==> src/rtl/qsa_pkg.sv <==
// ============================================================================
// qsa_pkg
// shared constants, operation codes and the divider cell word type
// ============================================================================
package qsa_pkg;

    localparam int DATA_W    = 16;
    localparam int KIND_W    = 3;
    localparam int FRAC_BITS = 15;

    // dividend magnitude shifted up by the fraction bits
    localparam int NUM_W     = DATA_W + FRAC_BITS;
    // one quotient bit per cell
    localparam int DIV_STEPS = NUM_W;

    localparam logic signed [DATA_W-1:0] Q15_MAX = 16'sh7fff;
    localparam logic signed [DATA_W-1:0] Q15_MIN = 16'sh8000;
    localparam int                       ROUND_HALF = 1 << 14;

    localparam logic [KIND_W-1:0] KIND_ADD = 3'd0;
    localparam logic [KIND_W-1:0] KIND_SUB = 3'd1;
    localparam logic [KIND_W-1:0] KIND_MUL = 3'd2;
    localparam logic [KIND_W-1:0] KIND_DIV = 3'd3;
    localparam logic [KIND_W-1:0] KIND_NEG = 3'd4;

    // word handed from one divider cell to the next
    typedef struct packed {
        logic                     valid;
        logic                     is_div;
        logic                     neg;
        logic signed [DATA_W-1:0] res;
        logic [DATA_W-1:0]        rem;
        logic [NUM_W-1:0]         num;
        logic [NUM_W-1:0]         quo;
        logic [DATA_W-1:0]        den;
    } cell_t;

endpackage

==> src/rtl/qsa_div_cell.sv <==
// ============================================================================
// qsa_div_cell
// one restoring division step: one quotient bit per cell
// ============================================================================
module qsa_div_cell (
    input  logic           clk,
    input  logic           rst_n,
    input  logic           en,
    input  qsa_pkg::cell_t prev,
    output qsa_pkg::cell_t curr
);
    import qsa_pkg::*;

    cell_t           curr_reg;
    cell_t           curr_next;
    logic [DATA_W:0] trial;
    logic [DATA_W:0] sub;
    logic            ge;

    assign trial = {prev.rem, prev.num[NUM_W-1]};
    assign sub   = trial - {1'b0, prev.den};
    assign ge    = trial >= {1'b0, prev.den};

    always_comb
    begin
        curr_next     = prev;
        curr_next.rem = ge ? sub[DATA_W-1:0] : trial[DATA_W-1:0];
        curr_next.num = {prev.num[NUM_W-2:0], 1'b0};
        curr_next.quo = {prev.quo[NUM_W-2:0], ge};
    end

    always_ff @(posedge clk or negedge rst_n)
    begin
        if (!rst_n)
            curr_reg <= '0;
        else if (en)
            curr_reg <= curr_next;
    end

    assign curr = curr_reg;

endmodule

==> config.mk <==
export PLATFORM = sky130hd
export DESIGN_NAME = qsa_div_cell
export DESIGN_NICKNAME = d
export VERILOG_FILES = /design/src/rtl/qsa_pkg.sv /design/src/rtl/qsa_div_cell.sv
export SDC_FILE = /design/constraint.sdc
export NUM_CORES = 1
export LEC_CHECK = 0
export BUFFER_PORTS_ARGS = -buffer_cell sky130_fd_sc_hd__buf_2
export CORE_ASPECT_RATIO = 0.5
export CORE_MARGIN = 2
export CORE_UTILIZATION = 40
export CTS_BUF_LIST = sky130_fd_sc_hd__clkbuf_8 sky130_fd_sc_hd__clkbuf_16
export DETAILED_ROUTE_END_ITERATION = 10
export GPL_TIMING_DRIVEN = 1
export PLACE_DENSITY_LB_ADDON = 0.2
export SLEW_MARGIN = 15
export SYNTH_ARGS = -nofsm -noshare
export SYNTH_HDL_FRONTEND = slang
export SYNTH_SLANG_ARGS = --single-unit
==> constraint.sdc <==
create_clock -name clk -period 1.15 [get_ports clk]
set_clock_uncertainty 0.2 [all_clocks]
set_input_delay 0.23 -clock clk [delete_from_list [all_inputs] [get_ports clk]]
set_output_delay 0.23 -clock clk [all_outputs]
set_load 0.01 [all_outputs]
==> results.sh, run 1 <==
export IMPL_antenna_found_initial=0
export IMPL_synth_area_top_cells="dfrtp_1 (54%), mux2_2 (21%), ha_1 (3.8%)"
export IMPL_p_per_area_mw_per_mm2=1210
export IMPL_syn_inst=409
export IMPL_grt_usage_pct=21.3
export IMPL_cts_htree_levels=3
export IMPL_grt_max_degree=47
export IMPL_layout_worst_path_cycle_share_pct=180
export IMPL_rr_startpoint="curr[72]$_DFFE_PN0P_"
export IMPL_drive_above_1_share_pct=56.4
export IMPL_die_w_um=165
export IMPL_fin_nets=967
export IMPL_viasPerCell=4.75
export IMPL_synth_xor_area_share_pct=1.51
export IMPL_status="complete, but fails checks"
export IMPL_critPathKind="primary input to register"
export IMPL_crit_required_ns=1.18
export IMPL_coreArea_mm2=0.0127
export IMPL_arrival_ns=2.09
export IMPL_grt_pass1_vias=4958
export IMPL_via_count=4794
export IMPL_synth_edff_count=0
export IMPL_clock_sinks=112
export IMPL_ff2ff_setup_slack_ns=-0.06
export IMPL_fin_crit_ns=2.07
export IMPL_drv_slew=0
export IMPL_synthAdderAreaFrac_pct=4.22
export IMPL_routed_wirelength_mm=15.6
export IMPL_ant_nets=0
export IMPL_cts_buffers_inserted=9
export IMPL_async_flop_share_pct=100
export IMPL_yosys_area_top_type="dfrtp_1"
export IMPL_p_leak_uw=0.00435
export IMPL_io_buffer_count=226
export IMPL_ys_warn_count=0
export IMPL_drc=0
export IMPL_hold_class="primary input to register"
export IMPL_worstSetupStartpoint="prev[1]"
export IMPL_irDropWorstVdd_uv=778
export IMPL_setup_worst_path_end_class="register"
export IMPL_dpl_hpwl_mm=9.83
export IMPL_cts_max_path_buffers=2
export IMPL_synth_cell_area_mm2=0.00522
export IMPL_largest_reg_flops=112
export IMPL_fp_dieH_um=84.8
export IMPL_yosysSeqAreaShare_pct=53.7
export IMPL_synth_compound_area_share_pct=8.66
export IMPL_fin_ws_ns=-0.916
export IMPL_synth_seq_cells=112
export IMPL_grt_overflow_total=0
export IMPL_dp_slack_ns=-1.36
export IMPL_core_rowCount=29
export IMPL_gp_congestion=0.838
export IMPL_drt_iter0_drc=265
export IMPL_synthDominantCellAreaShare_pct=53.7
export IMPL_syn_avg_cell_area_um2=12.8
export IMPL_clk_pin_slew_ns=0.07
export IMPL_synthTopCellsByCount="dfrtp_1 (112), mux2_2 (95), inv_1 (21), nor2_1 (21), a21oi_1 (18)"
export IMPL_grt_setup_unrepaired="true"
export IMPL_worst_setup_path_start_kind="primary input"
export IMPL_fin_area_mm2=0.00910
export IMPL_violations="negative setup slack"
export IMPL_setup_violations=138
export IMPL_fmax_mhz=484
export IMPL_maxCapViolations=0
export IMPL_boundaryPins=229
export IMPL_grt_pass1_wl_mm=23.7
export IMPL_wl_per_cell_um=15.5
export IMPL_clk_latency_ns=0.34
export IMPL_synth_mux_area_share_pct=22.6
export IMPL_synth_top_family_by_area="multiplexers"
export IMPL_dpl_instance_area_mm2=0.00711
export IMPL_crit_path_max_fanout=5
export IMPL_syn_nets=542
export IMPL_min_from="prev[91]"
export IMPL_drt_pre_antenna_iters=4
export IMPL_cts_tree="built"
export IMPL_design_die_area_mm2=0.0140
export IMPL_area_growth_pct=74.4
export IMPL_yosysMostFrequentCell="dfrtp_1"
export IMPL_yosys_area_share_simple_pct=5.92
export IMPL_synth_cell_types=48
export IMPL_hold_viol_final=0
export IMPL_start_util_pct=41.1
export IMPL_root_buffer="clkbuf_16"
export IMPL_synth_flop_cell="dfrtp_1"
final timing paths:
| check | cells past startpoint | to |
|---|---|---|
| hold / removal | 4 | curr[92]$_DFFE_PN0P_ |
| hold reg to reg | 1 | curr[107]$_DFFE_PN0P_ |
| setup reg to reg | 3 | curr[72]$_DFFE_PN0P_ |
| max in group asynchronous | 3 | curr[66]$_DFFE_PN0P_ |
| min in group asynchronous | 2 | curr[9]$_DFFE_PN0P_ |
| setup / recovery | 11 | curr[88]$_DFFE_PN0P_ |
layout make-up:
cell class / count / area (µm²)
antenna: 1 / 2.50
inverter: 21 / 86.3
timing repair buffer: 433 / 3290
tap: 170 / 213
clock buffer: 9 / 225
clock inverter: 7 / 63.8
fill: 908 / 3600
sequential: 112 / 2800
multi-input combinational: 257 / 2420
stage by stage:
step | instances | hold WS (ns) | setup TNS (ns) | util [%] | total power [µW]
detailed placement | 854 | -0.118 | -37.81 | 56.0 | 7180
CTS | 990 | 0.0196 | -33.07 | 68.9 | 10800
global route | 1009 | 0.0431 | -37.73 | 71.6 | 11600
global placement | 854 | -0.121 | -36.63 | 56.0 | 7130
floorplan | 409 | -0.266 | -19.46 | - | 5980
finish | 1010 | 0.0399 | -31.72 | 71.6 | 11000
placed cells by master, fill, tap and decap left out, types with 3 or more instances in the layout:
cell type,n
buf_2,188
dfrtp_1,112
dlygate4sd3_1,102
mux2_2,95
buf_4,95
buf_6,38
nor2_1,21
inv_1,18
a21oi_1,15
mux2i_1,11
ha_1,10
clkbuf_16,9
o21a_1,8
nand2_1,7
a31oi_1,7
buf_12,7
o21ai_1,5
xnor2_1,5
ha_4,5
xor2_1,4
o21ai_0,4
or2_1,3
a21o_1,3
a21oi_4,3
nand4b_1,3
nor3_1,3
o211ai_1,3
nand3_1,3
nor2b_1,3
inv_8,3
clkinv_4,3
repair_timing:
item | CTS | global route
setup endpoints to repair | 129 | 130
hold endpoints to repair | 214 | 0
resized for setup | 36 | 39
hold buffers | 103 | 0
pin swaps | 14 | 15
buffers inserted | 17 | 19
where the power goes:
group / switching [µW] / total [µW] / internal [µW]
Sequential: 263 / 4640 / 4380
Combinational: 1380 / 3290 / 1910
Clock: 1520 / 3040 / 1520
worst max-delay path, cell delays in order:
cell and delay [ns]:
buf_8 0.10, inv_6 0.04, ha_4 0.19, nor2b_4 0.12, o31a_1 0.28, o32ai_4 0.25
o21ai_2 0.11, a21oi_4 0.30, buf_6 0.17, mux2i_1 0.19, mux2i_1 0.09
cells by family (layout without fill, tap and decap cells):
| kind of cell | count (synthesis) | in the layout |
|---|---|---|
| simple gates | 59 | 59 |
| compound gates | 65 | 65 |
| xor+xnor | 9 | 9 |
| flops | 112 | 112 |
| buf+inv | 40 | 470 |
| mux | 106 | 106 |
| fa+ha+maj | 17 | 17 |
| other cells | 1 | 2 |
per-layer routing:
layer / wire (µm) / part of all wire, % / vias to the layer above / global-route usage (%)
met5: 0 / 0 / - / 0
met4: 210 / 1.3 / 0 / 5.96
met3: 759 / 4.9 / 20 / 4.40
met2: 8470 / 54 / 126 / 39.9
met1: 6200 / 40 / 2334 / 24.8
li1: - / - / 2314 / -
Power figures use the tool's default switching activity.
==> run 2, diff against run 1 <==
--- a/config.mk
+++ b/config.mk
@@ -8,7 +8,7 @@
 export BUFFER_PORTS_ARGS = -buffer_cell sky130_fd_sc_hd__buf_2
 export CORE_ASPECT_RATIO = 0.5
 export CORE_MARGIN = 2
-export CORE_UTILIZATION = 40
+export CORE_UTILIZATION = 43
 export CTS_BUF_LIST = sky130_fd_sc_hd__clkbuf_8 sky130_fd_sc_hd__clkbuf_16
 export DETAILED_ROUTE_END_ITERATION = 10
 export GPL_TIMING_DRIVEN = 1
==> run 2 against run 1 <==
Design area is 0.78% higher. The run still ends with negative setup slack left. Count of clock-buffer cells in the layout unchanged. Power up 1.3%. Worst hold slack got worse by 0.016 ns. Via count rose by 1.6%. Register-to-register slack worse by 0.03 ns. Clock power increased by 2%. Die area decreased by 6.7%. Setup slack lost 0.030 ns. First-iteration DRC count down 22%. Sequential share of layout area shrank 0.24 points. Non-clock buffer count grew 2.
==> results.sh, run 2 (synthesis results as in run 1) <==
export IMPL_antenna_found_initial=0
export IMPL_grt_overflow_total=0
export IMPL_boundaryPins=229
export IMPL_mostFrequentLayoutCells="buf_2 (186), dfrtp_1 (112), dlygate4sd3_1 (104)"
export IMPL_min_from="prev[80]"
export IMPL_fp_dieH_um=81.9
export IMPL_r2r_cells=3
export IMPL_drt_iter0_drc=207
export IMPL_hold_path_cell_count=3
export IMPL_antenna_cells=0
export IMPL_fin_util_pct=77.7
export IMPL_drv_slew=0
export IMPL_dpl_instance_area_mm2=0.00712
export IMPL_ant_nets=0
export IMPL_root_buffer="clkbuf_16"
export IMPL_largest_reg_flops=112
export IMPL_routed_wirelength_mm=16.4
export IMPL_drc=0
export IMPL_worst_setup_path_start_kind="primary input"
export IMPL_cts_htree_levels=3
export IMPL_rr_startpoint="curr[68]$_DFFE_PN0P_"
export IMPL_wl_per_cell_um=16.3
export IMPL_r2r_end="curr[68]$_DFFE_PN0P_"
export IMPL_fin_area_mm2=0.00917
export IMPL_layout_worst_path_cycle_share_pct=182
export IMPL_fin_ws_ns=-0.946
export IMPL_start_util_pct=44.2
export IMPL_grt_usage_pct=23.3
export IMPL_regArea_mm2=0.00280
export IMPL_dpl_hpwl_mm=9.94
export IMPL_core_rowCount=28
export IMPL_crit_required_ns=1.19
export IMPL_clock_sinks=112
export IMPL_hold_class="primary input to register"
export IMPL_grt_setup_unrepaired="true"
export IMPL_gp_congestion=0.866
export IMPL_crit_path_max_fanout=8
export IMPL_via_count=4870
export IMPL_fin_nets=969
export IMPL_design_die_area_mm2=0.0131
export IMPL_violations="negative setup slack"
export IMPL_fmax_mhz=477
export IMPL_holdWs_ns=0.0234
export IMPL_cts_max_path_buffers=2
export IMPL_status="complete, but fails checks"
export IMPL_ff2ff_setup_slack_ns=-0.09
export IMPL_p_per_area_mw_per_mm2=1210
export IMPL_irDropWorstVdd_uv=860
export IMPL_fin_cells=1006
export IMPL_io_buffer_count=226
export IMPL_final_common_cell="buf_2"
export IMPL_clk_latency_ns=0.34
export IMPL_grt_max_degree=38
export IMPL_dp_cells=846
export IMPL_hold_path_endpoint="curr[81]$_DFFE_PN0P_"
export IMPL_viasPerCell=4.84
export IMPL_setup_worst_path_end_class="register"
export IMPL_setup_violations=137
export IMPL_p_leak_uw=0.00436
export IMPL_grt_pass1_vias=4945
export IMPL_hold_viol_final=0
export IMPL_die_w_um=160
export IMPL_fin_crit_ns=2.10
export IMPL_maxCapViolations=0
export IMPL_grt_pass1_wl_mm=24.2
export IMPL_n_fill_cell=777
export IMPL_tns_ns=-32.43
export IMPL_arrival_ns=2.13
export IMPL_cts_buffers_inserted=9
export IMPL_critPathKind="primary input to register"
export IMPL_area_growth_pct=75.8
export IMPL_coreArea_mm2=0.0118
export IMPL_multiInputGateArea_mm2=0.00244
export IMPL_cts_tree="built"
export IMPL_clk_pin_slew_ns=0.08
export IMPL_drt_pre_antenna_iters=4
export IMPL_drive_above_1_share_pct=56.7
==> run 2: cell type report <==
| cell class | count | share of cell area, % |
|---|---|---|
| clock buffer | 9 | 2.46 |
| clock inverter | 7 | 0.696 |
| inverter | 21 | 0.969 |
| sequential | 112 | 30.6 |
| tap | 165 | 2.25 |
| timing repair buffer | 435 | 36.4 |
| multi-input combinational | 257 | 26.6 |
==> run 2: timing repair <==
action / CTS / global route
hold endpoints to repair: 215 / 0
resized for setup: 37 / 45
setup endpoints to repair: 129 / 129
setup buffers: 21 / 20
hold buffers: 104 / 0
pin swaps: 11 / 19
==> run 2: layer usage <==
layer / share of wire [%] / wire length (µm) / global-route usage (%)
met4: 2.0 / 327 / 7.00
met3: 4.0 / 658 / 4.65
met1: 40 / 6560 / 27.7
met5: 0 / 0 / 0
met2: 54 / 8870 / 43.9
==> run 2: worst max path at each step <==
stage	startpoint	endpoint	cells after the start
after floorplan	prev[78]	curr[80]$_DFFE_PN0P_	9
after global placement	prev[1]	curr[89]$_DFFE_PN0P_	11
after detailed placement	prev[1]	curr[88]$_DFFE_PN0P_	11
after CTS	prev[1]	curr[93]$_DFFE_PN0P_	11
after global routing	prev[1]	curr[84]$_DFFE_PN0P_	11
final	prev[78]	curr[84]$_DFFE_PN0P_	10
==> run 2: metrics by stage <==
stage | worst slack, ns | power (µW)
floorplan | -1.09 | 5980
global placement | -1.29 | 7140
detailed placement | -1.32 | 7200
CTS | -0.902 | 10800
global route | -1.02 | 11600
finish | -0.946 | 11100
==> run 2: worst max-delay path, cell delays in order <==
cell and delay (ns):
buf_8 0.10, ha_4 0.23, nor2b_4 0.12, o31a_1 0.31, o32ai_4 0.24, o21ai_2 0.11, a21oi_4 0.29, buf_12 0.18
mux2i_2 0.22, a21oi_1 0.09
==> run 2: power by group <==
group | switching (µW) | total (µW) | leakage, µW | internal, µW
logic | 1430 | 3370 | 0.00291 | 1940
registers | 262 | 4640 | 0.00130 | 4380
clock network | 1570 | 3100 | 0.000147 | 1530
==> run 3, diff against run 2 <==
--- a/config.mk
+++ b/config.mk
@@ -5,12 +5,11 @@
 export SDC_FILE = /design/constraint.sdc
 export NUM_CORES = 1
 export LEC_CHECK = 0
-export BUFFER_PORTS_ARGS = -buffer_cell sky130_fd_sc_hd__buf_2
 export CORE_ASPECT_RATIO = 0.5
-export CORE_MARGIN = 2
-export CORE_UTILIZATION = 43
+export CORE_UTILIZATION = 45
 export CTS_BUF_LIST = sky130_fd_sc_hd__clkbuf_8 sky130_fd_sc_hd__clkbuf_16
 export DETAILED_ROUTE_END_ITERATION = 10
+export DONT_BUFFER_PORTS = 1
 export GPL_TIMING_DRIVEN = 1
 export PLACE_DENSITY_LB_ADDON = 0.2
 export SLEW_MARGIN = 15
==> run 3 against run 2 <==
Combinational power down 46%. The run ends with negative hold slack, negative setup slack left. Routed wire length down 22%. Global-route usage down 2.0 points. Count of clock-buffer cells in the layout unchanged. Register-to-register slack better by 0.10 ns. Highest routed layer unchanged. Power down 13%. Via count down 23%. First-iteration DRC count down 37%. Sequential share of layout area up 8.4 points.
==> results.sh, run 3 (synthesis results as in run 1) <==
export IMPL_status="complete, but fails checks"
export IMPL_violations="negative hold slack, negative setup slack"
export IMPL_irDropWorstVdd_uv=823
export IMPL_arrival_ns=2.02
export IMPL_setup_violations=129
export IMPL_drv_slew=0
export IMPL_grt_setup_unrepaired="true"
export IMPL_cts_htree_levels=3
export IMPL_seq_power_share_pct=50.7
export IMPL_drt_pre_antenna_iters=4
export IMPL_antenna_found_initial=0
export IMPL_wl_per_cell_um=18.1
export IMPL_mostFrequentLayoutCells="dfrtp_1 (111), dlygate4sd3_1 (98), mux2_2 (95)"
export IMPL_dpl_instance_area_mm2=0.00573
export IMPL_root_buffer="clkbuf_16"
export IMPL_critPathKind="primary input to register"
export IMPL_crit_path_max_fanout=8
export IMPL_ant_nets=0
export IMPL_grt_pass1_vias=3957
export IMPL_start_util_pct=46.8
export IMPL_drt_iter0_drc=131
export IMPL_p_sw_uw=2660
export IMPL_grt_pass1_wl_mm=20.0
export IMPL_routed_wirelength_mm=12.8
export IMPL_drc=0
export IMPL_fin_ws_ns=-0.834
export IMPL_clk_latency_ns=0.34
export IMPL_power_share_switching_pct=27.5
export IMPL_coreArea_mm2=0.0111
export IMPL_worst_setup_path_start_kind="primary input"
export IMPL_fin_area_mm2=0.00720
export IMPL_largest_reg_flops=112
export IMPL_fmax_mhz=504
export IMPL_clk_pin_slew_ns=0.08
export IMPL_power_uw=9680
export IMPL_boundaryPins=229
export IMPL_pwr_share_comb_pct=18.8
export IMPL_crit_required_ns=1.19
export IMPL_cts_max_path_buffers=2
export IMPL_p_per_area_mw_per_mm2=1340
export IMPL_dp_slack_ns=-1.22
export IMPL_layout_worst_path_cycle_share_pct=173
export IMPL_viasPerCell=5.32
export IMPL_setup_worst_path_end_class="register"
export IMPL_die_w_um=154
export IMPL_fin_nets=689
export IMPL_p_leak_uw=0.00310
export IMPL_io_buffer_count=0
export IMPL_internal_power_uw=7020
export IMPL_final_common_cell="dfrtp_1"
export IMPL_hold_class="primary input to asynchronous set/reset pin"
export IMPL_antenna_cells=0
export IMPL_clock_sinks=112
export IMPL_gp_congestion=0.859
export IMPL_core_rowCount=27
export IMPL_grt_usage_pct=21.3
export IMPL_grt_overflow_total=0
export IMPL_pwr_share_clk_pct=30.5
export IMPL_fin_crit_ns=1.98
export IMPL_via_count=3753
export IMPL_cts_tree="built"
export IMPL_fp_dieH_um=78.1
export IMPL_hold_viol_final=224
export IMPL_holdWs_ns=-0.631
export IMPL_drive_above_1_share_pct=34.8
export IMPL_maxCapViolations=0
export IMPL_area_growth_pct=38.1
export IMPL_grt_max_degree=131
export IMPL_cts_buffers_inserted=9
export IMPL_design_die_area_mm2=0.0121
export IMPL_dpl_hpwl_mm=8.28
==> run 3: cell count changes in the layout (fill, tap and decap cells not counted), moves of 3 or more <==
cell	before	now
buf_12	9	0
buf_2	186	0
buf_4	94	45
buf_6	39	12
buf_8	3	0
dlygate4sd3_1	104	98
inv_1	18	21
==> run 3: cell type report <==
cell class	count	area (µm²)
fill	842	3940
timing repair buffer	155	1450
clock inverter	7	56.3
clock buffer	9	225
tap	145	181
inverter	21	83.8
sequential	112	2800
multi-input combinational	257	2400
==> run 3: through the flow <==
step / util (%) / cells / hold WS [ns] / setup TNS [ns]
2_1_floorplan: - / 409 / -0.266 / -19.46
4_1_cts: 64.1 / 704 / -0.645 / -20.05
6_report: 64.6 / 706 / -0.631 / -19.04
3_5_place_dp: 51.4 / 585 / -0.264 / -19.32
3_3_place_gp: 51.4 / 585 / -0.263 / -18.68
5_1_grt: 64.6 / 706 / -0.657 / -23.88
==> run 3: worst max-delay path, cell delays in order <==
cell and delay, ns:
ha_4 0.22, nor2b_4 0.12, o31a_1 0.31, o32ai_4 0.26, o21ai_2 0.13, a21oi_4 0.26, buf_6 0.19, mux2i_1 0.20
a21oi_1 0.08
==> run 3: metal layers <==
layer  wire, µm  track usage, %  share of wire, %
met5          0               0                 0
met4        206            6.04               1.6
met3        736            6.24               5.8
met2       6750            39.6                53
met1       5080            24.1                40
==> run 3: final timing paths <==
path,start,to,slack (ns),cells after the start
worst max-delay path,prev[78],curr[85]$_DFFE_PN0P_,-0.83,9
worst min-delay path,rst_n,curr[27]$_DFFE_PN0P_,-0.63,0
worst max register to register,curr[91]$_DFFE_PN0P_,curr[91]$_DFFE_PN0P_,0.01,2
worst min register to register,curr[13]$_DFFE_PN0P_,curr[13]$_DFFE_PN0P_,0.38,1
max in group asynchronous,rst_n,curr[89]$_DFFE_PN0P_,1.24,0
min in group clk,en,curr[16]$_DFFE_PN0P_,-0.20,1
==> run 3: repair_timing <==
item,4_1_cts,5_1_grt
resized for setup,22,9
buffers inserted,7,0
cloned,0,0
hold buffers,96,2
endpoints found under the setup margin,129,129
pin swaps,17,9
endpoints found under the hold margin,224,224
==> run 3: power by group through the flow <==
stage / clock network, µW / logic [µW] / registers, µW
detailed placement: 0 / 1410 / 4970
CTS: 3050 / 1780 / 4910
finish: 2960 / 1820 / 4910
global route: 3210 / 1980 / 4960
global placement: 0 / 1360 / 4960
floorplan: 0 / 1090 / 4890
