--- src/rtl/qsa_pkg.sv ---
// ============================================================================
// qsa_pkg
// shared constants, operation codes and the divider cell word type
// ============================================================================
package qsa_pkg;

    localparam int DATA_W    = 16;
    localparam int KIND_W    = 3;
    localparam int FRAC_BITS = 15;

    // dividend magnitude shifted up by the fraction bits
    localparam int NUM_W     = DATA_W + FRAC_BITS;
    // one quotient bit per cell
    localparam int DIV_STEPS = NUM_W;

    localparam logic signed [DATA_W-1:0] Q15_MAX = 16'sh7fff;
    localparam logic signed [DATA_W-1:0] Q15_MIN = 16'sh8000;
    localparam int                       ROUND_HALF = 1 << 14;

    localparam logic [KIND_W-1:0] KIND_ADD = 3'd0;
    localparam logic [KIND_W-1:0] KIND_SUB = 3'd1;
    localparam logic [KIND_W-1:0] KIND_MUL = 3'd2;
    localparam logic [KIND_W-1:0] KIND_DIV = 3'd3;
    localparam logic [KIND_W-1:0] KIND_NEG = 3'd4;

    // word handed from one divider cell to the next
    typedef struct packed {
        logic                     valid;
        logic                     is_div;
        logic                     neg;
        logic signed [DATA_W-1:0] res;
        logic [DATA_W-1:0]        rem;
        logic [NUM_W-1:0]         num;
        logic [NUM_W-1:0]         quo;
        logic [DATA_W-1:0]        den;
    } cell_t;

endpackage

--- src/rtl/qsa_front.sv ---
// ============================================================================
// qsa_front
// operand stage: add, subtract, negate, product and divider setup
// ============================================================================
module qsa_front (
    input  logic                              clk,
    input  logic                              rst_n,
    input  logic                              en,
    input  logic                              in_valid,
    input  logic [qsa_pkg::KIND_W-1:0]        kind,
    input  logic signed [qsa_pkg::DATA_W-1:0] operand_a,
    input  logic signed [qsa_pkg::DATA_W-1:0] operand_b,
    output qsa_pkg::cell_t                    head
);
    import qsa_pkg::*;

    logic                       valid_reg;
    logic [KIND_W-1:0]          kind_reg;
    logic signed [2*DATA_W-1:0] prod_reg;
    logic signed [DATA_W-1:0]   simp_reg;
    logic                       is_div_reg;
    logic                       neg_reg;
    logic [NUM_W-1:0]           num_reg;
    logic [DATA_W-1:0]          den_reg;

    logic signed [DATA_W-1:0]   simp_next;
    logic                       is_div_next;
    logic signed [DATA_W:0]     sum;
    logic signed [DATA_W:0]     diff;
    logic signed [DATA_W:0]     negv;
    logic [DATA_W-1:0]          mag_a;
    logic [DATA_W-1:0]          mag_b;
    logic signed [2*DATA_W:0]   rnd;
    logic signed [DATA_W+1:0]   shf;
    logic signed [DATA_W-1:0]   mul_res;

    // clamp a one-bit-grown value to the q15 range
    function automatic logic signed [DATA_W-1:0] sat17(input logic signed [DATA_W:0] v);
        logic signed [DATA_W-1:0] r;
        if (v[DATA_W] != v[DATA_W-1])
            r = v[DATA_W] ? Q15_MIN : Q15_MAX;
        else
            r = v[DATA_W-1:0];
        return r;
    endfunction

    assign sum   = {operand_a[DATA_W-1], operand_a} + {operand_b[DATA_W-1], operand_b};
    assign diff  = {operand_a[DATA_W-1], operand_a} - {operand_b[DATA_W-1], operand_b};
    assign negv  = (DATA_W+1)'(0) - {operand_a[DATA_W-1], operand_a};
    assign mag_a = operand_a[DATA_W-1] ? DATA_W'(-operand_a) : DATA_W'(operand_a);
    assign mag_b = operand_b[DATA_W-1] ? DATA_W'(-operand_b) : DATA_W'(operand_b);

    always_comb
    begin
        simp_next   = '0;
        is_div_next = 1'b0;
        unique case (kind)
            KIND_ADD: simp_next = sat17(sum);
            KIND_SUB: simp_next = sat17(diff);
            KIND_NEG: simp_next = sat17(negv);
            KIND_DIV:
            begin
                if (operand_b == '0)
                    simp_next = operand_a[DATA_W-1] ? Q15_MIN : Q15_MAX;
                else
                    is_div_next = 1'b1;
            end
            default: simp_next = '0;
        endcase
    end

    always_ff @(posedge clk or negedge rst_n)
    begin
        if (!rst_n)
            valid_reg <= 1'b0;
        else if (en)
            valid_reg <= in_valid;
    end

    always_ff @(posedge clk)
    begin
        if (en)
        begin
            kind_reg   <= kind;
            prod_reg   <= operand_a * operand_b;
            simp_reg   <= simp_next;
            is_div_reg <= is_div_next;
            neg_reg    <= operand_a[DATA_W-1] ^ operand_b[DATA_W-1];
            num_reg    <= {mag_a, {FRAC_BITS{1'b0}}};
            den_reg    <= mag_b;
        end
    end

    // round half up, arithmetic shift, clamp
    assign rnd = {prod_reg[2*DATA_W-1], prod_reg} + (2*DATA_W+1)'(ROUND_HALF);
    assign shf = rnd[2*DATA_W:FRAC_BITS];

    always_comb
    begin
        if (shf > (DATA_W+2)'(Q15_MAX))
            mul_res = Q15_MAX;
        else if (shf < (DATA_W+2)'(Q15_MIN))
            mul_res = Q15_MIN;
        else
            mul_res = shf[DATA_W-1:0];
    end

    always_comb
    begin
        head        = '0;
        head.valid  = valid_reg;
        head.is_div = is_div_reg;
        head.neg    = neg_reg;
        head.res    = (kind_reg == KIND_MUL) ? mul_res : simp_reg;
        head.rem    = '0;
        head.num    = num_reg;
        head.quo    = '0;
        head.den    = den_reg;
    end

endmodule

--- config.mk ---
export PLATFORM = sky130hd
export DESIGN_NAME = qsa_front
export DESIGN_NICKNAME = d
export VERILOG_FILES = /design/src/rtl/qsa_pkg.sv /design/src/rtl/qsa_front.sv
export SDC_FILE = /design/constraint.sdc
export NUM_CORES = 1
export LEC_CHECK = 0
export ABC_AREA = 1
export BUFFER_PORTS_ARGS = -buffer_cell sky130_fd_sc_hd__buf_2
export CAP_MARGIN = 40
export CORE_MARGIN = 2
export CORE_UTILIZATION = 30
export DETAILED_ROUTE_END_ITERATION = 8
export GPL_ROUTABILITY_DRIVEN = 0
export PLACE_DENSITY_LB_ADDON = 0.12
export SLEW_MARGIN = 20
export SYNTH_ARGS = -nofsm -noshare
export SYNTH_HDL_FRONTEND = slang
export SYNTH_SLANG_ARGS = --single-unit
--- constraint.sdc ---
create_clock -name clk -period 3.4 [get_ports clk]
set_input_delay 0.51 -clock clk [delete_from_list [all_inputs] [get_ports clk]]
set_output_delay 0.51 -clock clk [all_outputs]
set_load 0.05 [all_outputs]
==> results of run 1 <==
-- stage by stage --
| step | hold slack (ns) | utilization | instances |
|---|---|---|---|
| after floorplan | 0.214 | - | 2364 |
| after global placement | 0.285 | 0.362 | 3336 |
| after detailed placement | 0.286 | 0.362 | 3336 |
| after CTS | 0.333 | 0.386 | 3379 |
| after global routing | 0.357 | 0.393 | 3391 |
| final | 0.347 | 0.393 | 3391 |
-- layer usage --
metal | vias to the layer above | global-route usage | wire length (um)
met5 | - | 0 | 0
met3 | 58 | 0.0239 | 2600
met2 | 363 | 0.368 | 30000
met4 | 0 | 0.0577 | 1450
li1 | 7351 | - | -
met1 | 7489 | 0.272 | 26200
-- layout make-up --
class                   count  area (um2)
fillers                  5943       34900
repair buffers            405        3560
flip-flops and latches     72        2160
well taps                 765         957
clock buffers               9         225
multi-input cells        1555       13500
inverters                 578        2180
clock inverters             7        77.6
-- worst max-delay path by stage --
stage	startpoint	endpoint	slack (ns)	cells past startpoint
2_1_floorplan	operand_a[15]	prod_reg[31]	-2.21	22
3_3_place_gp	operand_a[15]	prod_reg[30]	-2.73	23
3_5_place_dp	operand_a[15]	prod_reg[21]	-2.69	21
4_1_cts	operand_a[15]	prod_reg[30]	-1.90	23
5_1_grt	operand_a[15]	prod_reg[30]	-2.18	23
6_report	operand_a[15]	prod_reg[30]	-1.92	23
-- what timing repair did --
| action | in CTS | in global routing |
|---|---|---|
| setup endpoints to repair | 33 | 33 |
| pin swaps | 85 | 64 |
| gates cloned | 3 | 0 |
| hold buffers | 1 | 0 |
| buffers inserted | 23 | 16 |
| hold endpoints to repair | 1 | 0 |
| gates resized for setup | 208 | 94 |
-- cell families after synthesis --
group / Yosys count / synth area share
adders and majority gates: 378 / 0.386
and+or+nand+nor: 882 / 0.216
other: 1 / 0.000216
DFF: 72 / 0.124
AOI/OAI and AO/OA: 157 / 0.0541
muxes: 1 / 0.000649
xor gates and xnor gates: 75 / 0.0378
buffers and inverters: 737 / 0.181
-- worst max-delay path, cell delays in order --
cell and delay (ns):
buf_16 0.13, nand2_4 0.06, inv_2 0.03, fa_1 0.56
inv_2 0.07, fa_1 0.54, clkinvlp_4 0.17, buf_12 0.18
fa_1 0.46, fa_1 0.49, fa_1 0.53, inv_2 0.04
fa_1 0.54, inv_2 0.05, ha_4 0.24, a21oi_4 0.16
o21bai_1 0.08, a21oi_1 0.18, o21ai_1 0.11, a21oi_2 0.13
nand2_1 0.07, nand2_1 0.06, nand2_1 0.04
-- Yosys cell counts, drive strengths merged, types with 5 or more instances --
cell	instances	share of area
fa	263	0.30
o21a	5	0.0022
buf	117	0.047
clkbuf	42	0.0092
o21ai	40	0.012
edfxtp	71	0.12
a21oi	78	0.025
nor4	5	0.0018
o21bai	10	0.0043
a31oi	5	0.0018
ha	115	0.083
a21o	8	0.0035
nand3	127	0.037
xnor2	16	0.0081
xor2	59	0.030
nor2	108	0.026
nand3b	9	0.0039
inv	577	0.12
a21boi	5	0.0035
nor3	27	0.0096
nand2	585	0.13
nand4	15	0.0054
and2	5	0.0018
==> impl_metrics.csv, run 1 <==
group,metric,value,unit
setup_path,reg2reg_from,"valid_reg",
setup_path,ff2ff_path_depth,1,
synthesis,synth.distinct_cells,49,
timing,max_clock_freq,188,MHz
placed_design,dp_hpwl,51600,um
synthesis,syn-cell-area,17400,um2
die,io_pins,152,
setup_path,crit_type,"in2reg",
synthesis,synth-seq-cells,72,
grt,antenna_found_initial,0,
placed_design,dpl-instance-area,20800,um2
routing,firstDrtPassIters,5,
setup_path,worst-path-max-fanout,6,
routing,wl_per_cell,17.8,um
setup_path,r2r_setup_slack,2.67,ns
layout,final_common_cell,"nand2_1",
timing,period_needed,5.32,ns
layout,syn_to_final_growth,30.3,%
timing,tns,-33.08,ns
timing,relSlewSlack,0.464,
job,drv_cap,0,
hold_path,hold_class,"in2reg",
die,coreArea,57500,um2
setup_path,worstPathArrival,5.47,ns
cts,cts_root_buf,"clkbuf_16",
layout,num_antenna_cells,0,
die,start_util,0.302,
placed_design,pre_cts_slack,-2.69,ns
layout,largest_register_ffs,18,
synthesis,yosysSeqAreaShare,0.124,
setup_path,start_kind,"input pin",
timing,period_share,1.56,
synthesis,synth_cells,2303,
run_status,violations,"setup timing",
die,rows,88,
routing,vias,15300,
layout,final_cell_mix,"527 x nand2_1, 510 x inv_1, 277 x buf_4",
die,dieWidth,245,um
grt,overflow,0,
timing,slew_viol_final,0,
routing,drtIter0Drc,760,
grt,grt_pass1_vias,16200,
routing,avgViaCountPerCell,4.50,
synthesis,yosys_warnings,0,
placed_design,port_buffers,89,
synthesis,async_flop_share,0.0139,
routing,ant_nets,0,
cts,clk_pin_slew_worst_paths,0.07,ns
synthesis,synthFlopType,"edfxtp_1",
synthesis,syn_area_per_cell,7.54,um2
timing,worst_pin_slew,0.803,ns
cts,cts_sinks,72,
cts,clock_path_buffers,2,
hold_path,hold_end,"valid_reg",
hold_path,hp-start,"in_valid",
setup_path,end_kind,"flop",
routing,wirelength,60300,um
grt,grt_use_total,0.210,
setup_path,required,3.56,ns
timing,hold_viol_final,0,
layout,stdcell_area,22600,um2
die,die_area,59800,um2
layout,drive_gt1_frac,0.268,
timing,setup_viol,18,
timing,skew,0,ns
routing,drc,0,
cts,clk_latency,0.39,ns
cts,htreeDepth,3,
timing,rsz0062_at_grt,"yes",
setup_path,r2r-end,"valid_reg",
cts,cts_tree,"yes",
timing,post-route-worst-setup-slack,-1.92,ns
synthesis,synth_edf_count,71,
die,fp.dieH,245,um
hold_path,holdPathStages,2,
cts,cts_buffers,9,
grt,grt_start_max_net_pins,53,
layout,nets,3038,
run_status,outcome,"finished, violations left",
grt,grt_pass1_wl,94800,um
Power of run 1 is not shown: default switching activity piles up to over one toggle a cycle in this logic, so the estimate is an artifact.
==> inputs of run 2 (changes only) <==
--- a/config.mk
+++ b/config.mk
@@ -5,7 +5,6 @@
 export SDC_FILE = /design/constraint.sdc
 export NUM_CORES = 1
 export LEC_CHECK = 0
-export ABC_AREA = 1
 export BUFFER_PORTS_ARGS = -buffer_cell sky130_fd_sc_hd__buf_2
 export CAP_MARGIN = 40
 export CORE_MARGIN = 2
==> run 2 against run 1 <==
Net effect:
- the run still ends with setup timing left
- maximum frequency shrank 5.9%
- cell area shrank 10%
- sequential share of layout area grew 1.1 points
- via count shrank 21%
- first-iteration DRC count shrank 33%
- count of clock-buffer cells in the layout is the same
- register-to-register slack is essentially flat
- routed wire length shrank 19%
- synthesized cell count shrank 26%
- die area shrank 11%
- synthesized area shrank 11%
==> impl_metrics.csv, run 2 <==
group,metric,value,unit
layout,postLayoutCoreUtil,0.403,
timing,hold_viol_final,0,
setup_path,cp_common_cell,"fa_1",
job,drv_cap,0,
cts,cts_buffers,9,
routing,met3_length,1760,um
hold_path,hp-start,"in_valid",
run_status,violations,"setup timing",
grt,antenna_found_initial,2,
setup_path,slowest_delay,0.51,ns
timing,max_clock_freq,177,MHz
grt,grt_start_max_net_pins,47,
setup_path,worstPathArrival,5.79,ns
cts,cts_tree,"yes",
layout,nets,2455,
timing,skew,0,ns
grt,grt_use_total,0.193,
routing,firstDrtPassIters,5,
synthesis,synth.distinct_cells,67,
timing,period_needed,5.65,ns
timing,post-route-worst-setup-slack,-2.25,ns
setup_path,end_kind,"flop",
timing,relSlewSlack,0.505,
placed_design,port_buffers,89,
routing,ant_nets,0,
die,rows,82,
die,start_util,0.305,
synthesis,synthTopCellsByCount,"348 x inv_1, 263 x fa_1, 164 x nand2_1",
setup_path,crit_buf_inv,8,
layout,syn_to_final_growth,31.9,%
routing,avgViaCountPerCell,4.45,
die,io_pins,152,
timing,period_share,1.66,
layout,fillers,5114,
placed_design,placed_cells,2666,
timing,worst_pin_slew,0.742,ns
routing,wl_met1,22600,um
synthesis,syn-cell-area,15400,um2
routing,drtIter0Drc,506,
setup_path,r2r_setup_slack,2.67,ns
die,die_area,53100,um2
synthesis,yosysMostFrequentCell,"inv_1",
die,coreArea,50400,um2
cts,cts_root_buf,"clkbuf_16",
grt,overflow,0,
timing,tns,-37.03,ns
timing,slew_viol_final,0,
die,dieWidth,230,um
die,fp.dieH,230,um
cts,cts_sinks,72,
setup_path,crit_type,"in2reg",
synthesis,syn_area_per_cell,9.07,um2
synthesis,synth_top_area_frac,0.342,
synthesis,yosys-top-cells-area,"fa_1 34%, edfxtp_1 14%, ha_1 9.4%, inv_1 8.5%, xnor2_1 4.3%",
routing,drc,0,
timing,setup_viol,18,
routing,route.met2.wl,23500,um
setup_path,ff2ff_path_depth,1,
setup_path,crit_slowest_cell,"fa_1",
synthesis,synth_edf_count,71,
layout,num_antenna_cells,0,
routing,top_layer,"met5",
synthesis,yosys.area.top_type,"fa_1",
layout,drive_gt1_frac,0.300,
routing,vias,12100,
setup_path,start_kind,"input pin",
synthesis,yosys_warnings,0,
cts,clk_latency,0.38,ns
hold_path,hold_end,"valid_reg",
routing,wl_per_cell,18.0,um
layout,final_common_cell,"inv_1",
routing,wirelength,49000,um
synthesis,async_flop_share,0.0139,
run_status,outcome,"finished, violations left",
layout,largest_register_ffs,18,
setup_path,cp_top_family,"adder cells",
timing,rsz0062_at_grt,"yes",
hold_path,hold_class,"in2reg",
synthesis,synth-seq-cells,72,
synthesis,synthFlopType,"edfxtp_1",
cts,htreeDepth,3,
grt,grt_pass1_vias,13200,
layout,instances_no_fill,2715,
placed_design,dp_hpwl,41700,um
setup_path,reg2reg_from,"valid_reg",
layout,final_cell_mix,"325 x inv_1, 280 x buf_4, 254 x fa_1",
setup_path,required,3.54,ns
setup_path,worst-path-max-fanout,6,
setup_path,r2r-end,"valid_reg",
cts,clk_pin_slew_worst_paths,0.08,ns
synthesis,synth_cells,1695,
grt,grt_pass1_wl,77500,um
cts,clock_path_buffers,2,
hold_path,holdPathStages,2,
synthesis,yosysSeqAreaShare,0.140,
run 2: cells by family (layout without fill, tap and decap cells):
| family | Yosys count | count (layout) | synth area share |
|---|---|---|---|
| buffers and inverters | 489 | 776 | 0.138 |
| and+or+nand+nor | 461 | 461 | 0.144 |
| adders and majority gates | 378 | 378 | 0.436 |
| AOI/OAI and AO/OA | 192 | 192 | 0.0835 |
| xor gates and xnor gates | 99 | 99 | 0.0564 |
| DFF | 72 | 72 | 0.140 |
| muxes | 3 | 3 | 0.00212 |
| other | 1 | 62 | 0.000244 |
run 2: what timing repair did:
item	CTS	global route
pin swaps	104	93
cloned	3	3
resized for setup	189	96
hold buffers	1	0
endpoints found under the setup margin	34	48
endpoints found under the hold margin	1	0
setup buffers	22	19
run 2: area by class of cell:
cell class | instances | area (um2) | share of cell area
multi-input cells | 1195 | 12300 | 0.607
repair buffers | 408 | 3350 | 0.165
flip-flops and latches | 72 | 2160 | 0.106
inverters | 352 | 1340 | 0.0660
well taps | 672 | 841 | 0.0415
clock buffers | 9 | 225 | 0.0111
clock inverters | 7 | 61.3 | 0.00302
run 2: worst max path at each step:
| stage | start | endpoint | cells after the start |
|---|---|---|---|
| after global routing | operand_a[15] | prod_reg[31] | 25 |
| after detailed placement | operand_a[7] | prod_reg[31] | 22 |
| final | operand_a[15] | prod_reg[31] | 25 |
| after global placement | operand_a[7] | prod_reg[31] | 22 |
| after floorplan | operand_a[15] | prod_reg[31] | 23 |
| after CTS | operand_a[15] | prod_reg[31] | 25 |
run 2: per-layer routing:
metal,GRT usage,vias to the layer above
met1,0.265,6033
met3,0.0310,43
met5,0,-
li1,-,5812
met4,0.0522,2
met2,0.317,188
run 2: per-stage QoR:
stage	instance area [um2]	setup WS (ns)	hold WS, ns
4_1_cts	19800	-2.31	0.343
5_1_grt	20300	-2.44	0.368
2_1_floorplan	16100	-2.51	0.214
6_report	20300	-2.25	0.361
3_5_place_dp	18500	-2.98	0.289
3_3_place_gp	18500	-2.97	0.286
Power of run 2 is left out for the same reason.
==> inputs of run 3 (changes only) <==
--- a/config.mk
+++ b/config.mk
@@ -7,11 +7,14 @@
 export LEC_CHECK = 0
 export BUFFER_PORTS_ARGS = -buffer_cell sky130_fd_sc_hd__buf_2
 export CAP_MARGIN = 40
+export CELL_PAD_IN_SITES_DETAIL_PLACEMENT = 2
+export CELL_PAD_IN_SITES_GLOBAL_PLACEMENT = 2
 export CORE_MARGIN = 2
 export CORE_UTILIZATION = 30
 export DETAILED_ROUTE_END_ITERATION = 8
 export GPL_ROUTABILITY_DRIVEN = 0
-export PLACE_DENSITY_LB_ADDON = 0.12
+export PLACE_DENSITY = 0.77
+export SETUP_SLACK_MARGIN = 0.3
 export SLEW_MARGIN = 20
 export SYNTH_ARGS = -nofsm -noshare
 export SYNTH_HDL_FRONTEND = slang
==> run 3 against run 2 <==
Net effect:
- the run still ends with setup timing left
- register-to-register slack lost 0.02 ns
- clock skew is the same
- via count up 32%
- count of clock-buffer cells in the layout unchanged
- critical path type unchanged
- critical path depth down 2
- routed wire length up 100%
- largest cell class unchanged
- die area stayed put
- global-route usage up 13 points
- flip-flop and latch count is the same
==> impl_metrics.csv, run 3 (synthesized netlist as in run 2, its figures left out) <==
group,metric,value,unit
placed_design,dpl-instance-area,18700,um2
die,coreArea,50400,um2
routing,vias,16000,
timing,hold_viol_final,0,
die,dieWidth,230,um
setup_path,cp-startpoint,"operand_a[12]",
die,start_util,0.305,
layout,stdcell_area,21400,um2
grt,overflow,0,
timing,worst_pin_slew,1.01,ns
layout,largest_register_ffs,18,
timing,tns,-53.75,ns
cts,htreeDepth,3,
timing,max_clock_freq,157,MHz
cts,cts_sinks,72,
grt,grt_pass1_vias,17800,
grt,antenna_found_initial,7,
routing,avgViaCountPerCell,5.73,
timing,period_needed,6.36,ns
cts,clock_path_buffers,2,
routing,wirelength,99300,um
job,drv_cap,0,
timing,period_share,1.87,
setup_path,worstPathArrival,6.50,ns
cts,clk_latency,0.40,ns
grt,grt_start_max_net_pins,57,
grt,grt_pass1_wl,124000,um
setup_path,start_kind,"input pin",
die,io_pins,152,
run_status,outcome,"finished, violations left",
timing,setup_viol,36,
placed_design,dp_hpwl,56000,um
timing,skew,0,ns
setup_path,end_kind,"flop",
setup_path,crit_type,"in2reg",
routing,firstDrtPassIters,7,
layout,drive_gt1_frac,0.361,
cts,cts_root_buf,"clkbuf_16",
timing,relSlewSlack,0.324,
layout,final_cell_mix,"319 x buf_4, 303 x inv_1, 240 x fa_1",
timing,rsz0062_at_grt,"yes",
setup_path,worst-path-max-fanout,11,
timing,fin_hold_ws,0.342,ns
timing,post-route-worst-setup-slack,-2.96,ns
run_status,violations,"setup timing",
cts,cts_buffers,9,
die,die_area,53100,um2
hold_path,hold_class,"in2reg",
hold_path,hp-start,"in_valid",
die,fp.dieH,230,um
routing,drc,0,
layout,nets,2524,
routing,wl_per_cell,35.6,um
routing,ant_nets,0,
cts,clk_pin_slew_worst_paths,0.08,ns
placed_design,placed_cells,2675,
layout,instances_no_fill,2787,
layout,final_common_cell,"buf_4",
layout,syn_to_final_growth,39.1,%
setup_path,reg2reg_from,"valid_reg",
placed_design,port_buffers,89,
setup_path,required,3.54,ns
die,rows,82,
routing,drtIter0Drc,1388,
cts,cts_tree,"yes",
timing,slew_viol_final,0,
grt,grt_use_total,0.321,
-- run 3: routing by layer --
layer	wire, um	global-route usage	vias up	part of all wire
met5	60	0	-	0.00060
met4	10800	0.210	8	0.11
met3	8090	0.0632	665	0.082
met2	47800	0.584	1214	0.48
met1	32500	0.336	8146	0.33
li1	-	-	5941	-
-- run 3: worst paths after layout --
path	endpoint	slack [ns]	cells past startpoint
setup / recovery	prod_reg[29]	-2.96	23
hold / removal	valid_reg	0.34	2
setup reg to reg	valid_reg	2.65	1
hold reg to reg	valid_reg	0.53	1
max in group asynchronous	valid_reg	2.84	2
min in group asynchronous	valid_reg	0.47	2
-- run 3: stage by stage --
stage               setup slack (ns)  utilization
floorplan                      -2.51            -
global placement               -2.89        0.371
detailed placement             -3.27        0.371
CTS                            -2.52        0.409
global route                   -3.04        0.424
finish                         -2.96        0.425
-- run 3: what timing repair did --
item                       in CTS  in global routing
hold endpoints to repair        1                  0
hold buffers                    1                  0
cloned                          5                  0
setup endpoints to repair      49                 50
setup buffers                  46                 40
pin swaps                     138                100
resized for setup             331                127
-- run 3: final cells by class --
cell class	instances	area (um2)
antenna	3	7.51
fill	5311	29000
clock inverter	7	63.8
timing repair buffer	477	4150
inverter	352	1340
tap	672	841
sequential	72	2160
multi-input combinational	1195	12600
clock buffer	9	225
-- run 3: worst max-delay path, stage by stage --
cell and delay, ns:
clkbuf_4 0.28, buf_4 0.29, ha_1 0.26, inv_1 0.12, fa_1 0.50, inv_1 0.05
fa_1 0.52, fa_1 0.70, fa_2 0.56, fa_2 0.66, inv_2 0.06, fa_1 0.53
inv_2 0.08, ha_4 0.24, nor3_4 0.23, nor2_2 0.07, nand2_1 0.09, o21ai_2 0.08
buf_4 0.14, buf_6 0.11, buf_6 0.11, nor2_4 0.15, xnor2_2 0.15
Power of run 3 is left out for the same reason.
